===== config.mk =====
export PLATFORM = sky130hd
export DESIGN_NAME = pfa_fill
export DESIGN_NICKNAME = d
export VERILOG_FILES = /design/src/sv/pfa_pkg.sv /design/src/sv/pfa_fill.sv
export SDC_FILE = /design/constraint.sdc
export NUM_CORES = 1
export LEC_CHECK = 0
export ABC_AREA = 0
export BUFFER_PORTS_ARGS = -buffer_cell sky130_fd_sc_hd__buf_2
export CORE_ASPECT_RATIO = 1.1
export CORE_UTILIZATION = 53
export DETAILED_ROUTE_END_ITERATION = 7
export PLACE_DENSITY_LB_ADDON = 0.12
export SYNTH_ARGS = -nofsm -noshare
export SYNTH_HDL_FRONTEND = slang
export SYNTH_SLANG_ARGS = --single-unit

===== constraint.sdc =====
create_clock -name i_clk -period 3.6 [get_ports i_clk]
set_clock_uncertainty 0.15 [all_clocks]
set_input_delay 0.36 -clock i_clk [delete_from_list [all_inputs] [get_ports i_clk]]
set_output_delay 0.36 -clock i_clk [all_outputs]
set_load 0.02 [all_outputs]

===== src/sv/pfa_pkg.sv =====
// ----------------------------------------------------------------------------
// pfa_pkg
// shared codes, reset values and widths of the pool free list allocator
// ----------------------------------------------------------------------------
package pfa_pkg;

    localparam int ADDR_W  = 32;
    localparam int CHUNK_W = 17;
    localparam int KIND_W  = 2;
    localparam int STAT_W  = 2;
    localparam int CFG_IDX_W = 1;

    typedef logic [ADDR_W-1:0]  t_addr;
    typedef logic [CHUNK_W-1:0] t_chunk;
    typedef logic [KIND_W-1:0]  t_kind;
    typedef logic [STAT_W-1:0]  t_status;
    typedef logic [CFG_IDX_W-1:0] t_cfg_idx;

    // item kinds
    localparam t_kind KIND_ALLOC      = 2'd0;
    localparam t_kind KIND_FREE       = 2'd1;
    localparam t_kind KIND_POOL_RESET = 2'd2;

    // result status codes
    localparam t_status ST_OK       = 2'd0;
    localparam t_status ST_EMPTY    = 2'd1;
    localparam t_status ST_SIZE     = 2'd2;
    localparam t_status ST_FREE_ERR = 2'd3;

    // configuration register indexes
    localparam t_cfg_idx REG_BASE  = 1'd0;
    localparam t_cfg_idx REG_CHUNK = 1'd1;

    // register reset values
    localparam t_addr  RESET_BASE  = 32'd0;
    localparam t_chunk RESET_CHUNK = 17'd64;

endpackage


===== src/sv/pfa_fill.sv =====
// ----------------------------------------------------------------------------
// pfa_fill
// refill sequencer: writes base + i*step into entry i, one entry per cycle
// ----------------------------------------------------------------------------
module pfa_fill #(
    parameter int DEPTH = 256,
    parameter int AW    = 8
) (
    input  logic             i_clk,
    input  logic             i_rst_n,
    input  logic             i_start,
    input  pfa_pkg::t_addr   i_base,
    input  pfa_pkg::t_chunk  i_step,
    output logic             o_busy,
    output logic [AW-1:0]    o_idx,
    output pfa_pkg::t_addr   o_data
);

    localparam logic [AW-1:0] LAST_IDX = AW'(DEPTH - 1);

    logic            r_active;
    logic [AW-1:0]   r_idx;
    pfa_pkg::t_addr  r_addr;
    pfa_pkg::t_chunk r_step;

    always_ff @(posedge i_clk) begin
        if (!i_rst_n) begin
            // walk with the register reset values after a chip reset
            r_active <= 1'b1;
            r_idx    <= '0;
            r_addr   <= pfa_pkg::RESET_BASE;
            r_step   <= pfa_pkg::RESET_CHUNK;
        end else if (i_start) begin
            r_active <= 1'b1;
            r_idx    <= '0;
            r_addr   <= i_base;
            r_step   <= i_step;
        end else if (r_active) begin
            r_addr <= r_addr + {15'd0, r_step};
            r_idx  <= r_idx + AW'(1);
            if (r_idx == LAST_IDX) begin
                r_active <= 1'b0;
            end
        end
    end

    assign o_busy = r_active;
    assign o_idx  = r_idx;
    assign o_data = r_addr;

endmodule


==> metrics list <==
- For this design, the CTS-stage hold fixing added 0 buffers.
- Via count: between 3000 and 4000
- The worst register-to-register path ends at o_data[22].
- After clock tree synthesis, the repair step resized 0 gates.
- The kind of cell with the highest combined delay along the critical path is compound AO/OA/AOI/OAI gates.
* Register area: between 1000 and 1500 um^2
* Routed WL per cell: 15.0 um
* RSZ-0062 raised after global routing: no
- Antenna fix cells: 0
- TritonCTS built the clock tree.
* Final total negative setup slack: 0 ps
* Total iterations of the first detailed-routing run: 4
- Of the available clock period, the critical path in the final layout requires approximately 80%.
- The largest total area in the synthesized netlist belongs to dfxtp_1.
* Antenna violations before repair: 0
* Ys async rst share: 0%
- In this design, the stage delay of the slowest critical-path cell is 440 ps.
- Max Fanout on Critical Path: 5
- During placement, the flow inserted port buffers numbering between 90 and 100.
* Critical-path cell with the highest stage delay: fa_1
* Synth-to-Final Area Change: 19.0%
- CTS placed an instance of clkbuf_8 at the clock tree root.
- At the end of routability-driven placement, the weighted congestion stood at around 0.83.
* CP startpoint: o_data[0]
- Via count of the first global-routing pass: roughly 3000
- The number of buffers and inverters on the critical path is 0.
- Relative slew slack: between 50% and 60%
- Final instance count without filler cells: around 590
- Hold path start: i_base[0]
- Outcome: finished clean
- Area used by multi-input combinational logic: between 2000 and 2500 um^2
- Number of cells in the design after placement: 579
- The later pin in the worst-skew pair is clocked with a latency of about 340 ps.
- Dividing the synthesized area by the synthesized cell count gives about 8.5 um^2.
- Arrival time of data at the critical path endpoint: slightly below 3000 ps
* Worst hold path class: primary input to register
- Clock transition at the register clock pins on the worst setup and hold paths after CTS: 70 ps
- Reg2Reg Launch Point: o_data[0]
- Std cell rows: 31
- Counting buffers and inverters, the worst setup path is 9 cells deep.
* CORE AREA: about 6600 um^2
* Worst-case vdd ir drop: 293 uV
* Setup CP Type: register to register
- In this run the cell area measured after placement is slightly above 4000 um^2.
* Gate count of the mapped netlist: around 430
* DRC Markers: 0
- The tool flagged a number of max-cap violations equal to 0.
- Number of design-rule violations left by the first detailed-router iteration: between 100 and 150
- Transition time at the pin with the least slew margin: between 600 and 700 ps
- The synthesized netlist occupies a cell area of roughly 3600 um^2.
- Number of vias per cell: 5.81
- The first global-routing pass estimated around 14 mm of wire.
- Final worst path period need: roughly 2800 ps
- Capture point of the worst path: o_data[22]
* Post-Syn Nets: 496
* Critical path required time: roughly 3700 ps
- Final hold violations: 0
- Synthesis inferred between 50 and 60 register bits.
- Hpwl dp: 6.23 mm
- The H-tree generated during clock tree synthesis spans 3 levels.
* Number of cells on the worst reg-to-reg path: 9
- Total Die Area: about 7100 um^2
* Portion of synthesized cell area occupied by the leading cell type: about 32%
- The synthesized design contains 0 enable-type register cells.
- For flop-to-flop paths, the worst setup slack is 770 ps.
* Number of setup violations in the final report: 0
- Ranked by total cell area, the synthesized netlist is headed by dfxtp_1, mux2i_1, ha_1.
* Critical path launch point type: register
- Final Max Slew Viols: 0
* Post-CTS Repair Setup Buffers: 0
- For this run, the number of Yosys warnings is 0.
- Height of the chip: between 80 and 90 um
- Prevailing post-synth register cell: dfxtp_1
- CTS saw 58 sinks.
* Area of all placed cells without fillers: roughly 4300 um^2
* Die X: between 80 and 90 um
- Total grt overflow: 0
* Maximum number of pins on one net before global-route repair: 56
- Fill cells in the final layout number between 600 and 700.
* Nets: roughly 580
* Distinct cells, synth: 60
* Global router's overall resource usage: between 20% and 30%
* Clk buf depth: 2
- Initial standard-cell utilization of the core: 54.9%
- In the final layout, the share of cells above drive strength 1 is 25.0%.
- Pin placement for this block handled 93 I/O pins.
* Highest achievable clock rate: between 300 and 400 MHz
* Critical path cell sequence: ha_1, fa_1, a211oi_2, o32ai_4, and3_4, o21ai_4, a21oi_4, and4_1, o311a_1
- The detail route stage leaves a number of antenna-violating nets equal to 0.
* Leakage power of the design: between 2 and 2.5 nW
- Power per unit of standard cell area: roughly 400 nW/um^2
- Number of buffers created by CTS: 9
- For this run, the register share of the synthesized area comes to between 30% and 40%.
- Routed wire length: about 9 mm
- The worst setup path is captured at a register.
[flip-flops by register name (all words and copies together), names as in the netlist]
register and count:
o_busy 1, o_data 32, o_idx 8, r_step 17
[logic make-up after synthesis]
group                      after synthesis  synth area share [%]
xor gates and xnor gates                19                  4.63
DFF                                     58                  32.3
adders and majority gates               19                  6.82
and+or+nand+nor                        139                  20.3
muxes                                   25                  7.03
AOI/OAI and AO/OA                      132                  25.2
buffers and inverters                   33                  3.79
[report_power, final]
part | switching [mW] | internal, mW | leakage (nW) | total [mW]
Sequential | 0.0394 | 0.684 | 0.479 | 0.724
Combinational | 0.218 | 0.160 | 1.43 | 0.378
Clock | 0.256 | 0.350 | 0.0946 | 0.606
Total | 0.513 | 1.19 | 2.00 | 1.71
[placed cells by master (no fill, tap or decap), types with 9 or more instances in the layout]
| cell type | Yosys | final |
|---|---|---|
| o21ai_0 | 30 | 30 |
| a21oi_1 | 39 | 39 |
| nor2b_1 | 18 | 18 |
| nand4_1 | 10 | 10 |
| xnor2_1 | 10 | 10 |
| mux2i_1 | 23 | 23 |
| a211oi_1 | 9 | 9 |
| nand3_1 | 20 | 20 |
| xor2_1 | 9 | 9 |
| ha_1 | 18 | 18 |
| buf_2 | 1 | 92 |
| dfxtp_1 | 58 | 58 |
| nand2_1 | 30 | 30 |
| nor2_1 | 23 | 23 |
| clkbuf_8 | 0 | 11 |
[final cells by class]
cell class                 instances  area share (%)
timing repair buffer              96            11.5
sequential                        58            27.1
inverter                           9           0.789
clock buffer                      12            3.63
tap                               82            2.40
clock inverter                     2           0.877
multi-input combinational        334            53.7
[synthesized netlist by cell type, types with 2 or more instances]
master / number
a211o_1: 5
nor2_1: 23
or2_2: 3
and4_1: 3
o211a_1: 4
and3_4: 2
dfxtp_1: 58
a31oi_1: 2
xnor2_1: 10
a21oi_1: 39
mux2_2: 2
a221o_1: 2
a21o_1: 8
or3_1: 3
o211ai_1: 7
inv_1: 8
nand2_1: 30
o21a_1: 2
o311a_1: 2
mux2i_1: 23
ha_1: 18
and3_1: 8
a211oi_1: 9
nand4_1: 10
a2111oi_0: 2
o221a_2: 2
nor2b_1: 18
o21ai_0: 30
nor3_1: 6
nor4_1: 5
xor2_1: 9
o21ai_1: 3
nand3_1: 20
clkbuf_1: 20
nand2b_1: 4
[per-layer routing]
layer  wire length, um  share of wire, %  track usage (%)
met1              4070                46             32.1
met4               124               1.4             8.93
met5                 0                 0                0
met2              4240                48             42.8
met3               454               5.1             5.57
[through the flow]
step / worst slack (ps) / total power [mW] / util [%] / hold WS [ps]
after floorplan: 852 / 1.00 / - / 296
after global placement: 856 / 1.10 / 62.3 / 341
after detailed placement: 789 / 1.11 / 62.3 / 349
after CTS: 763 / 1.71 / 65.3 / 85.2
after global routing: 656 / 1.79 / 65.3 / 90.9
final: 768 / 1.71 / 65.3 / 91.2
[worst min path at each step]
stage	cells past startpoint	end
floorplan	2	r_step[6]
global placement	2	o_idx[7]
detailed placement	2	o_idx[7]
CTS	2	o_data[0]
global route	2	o_data[6]
finish	2	o_data[0]
(Power assumes the default switching activity.)
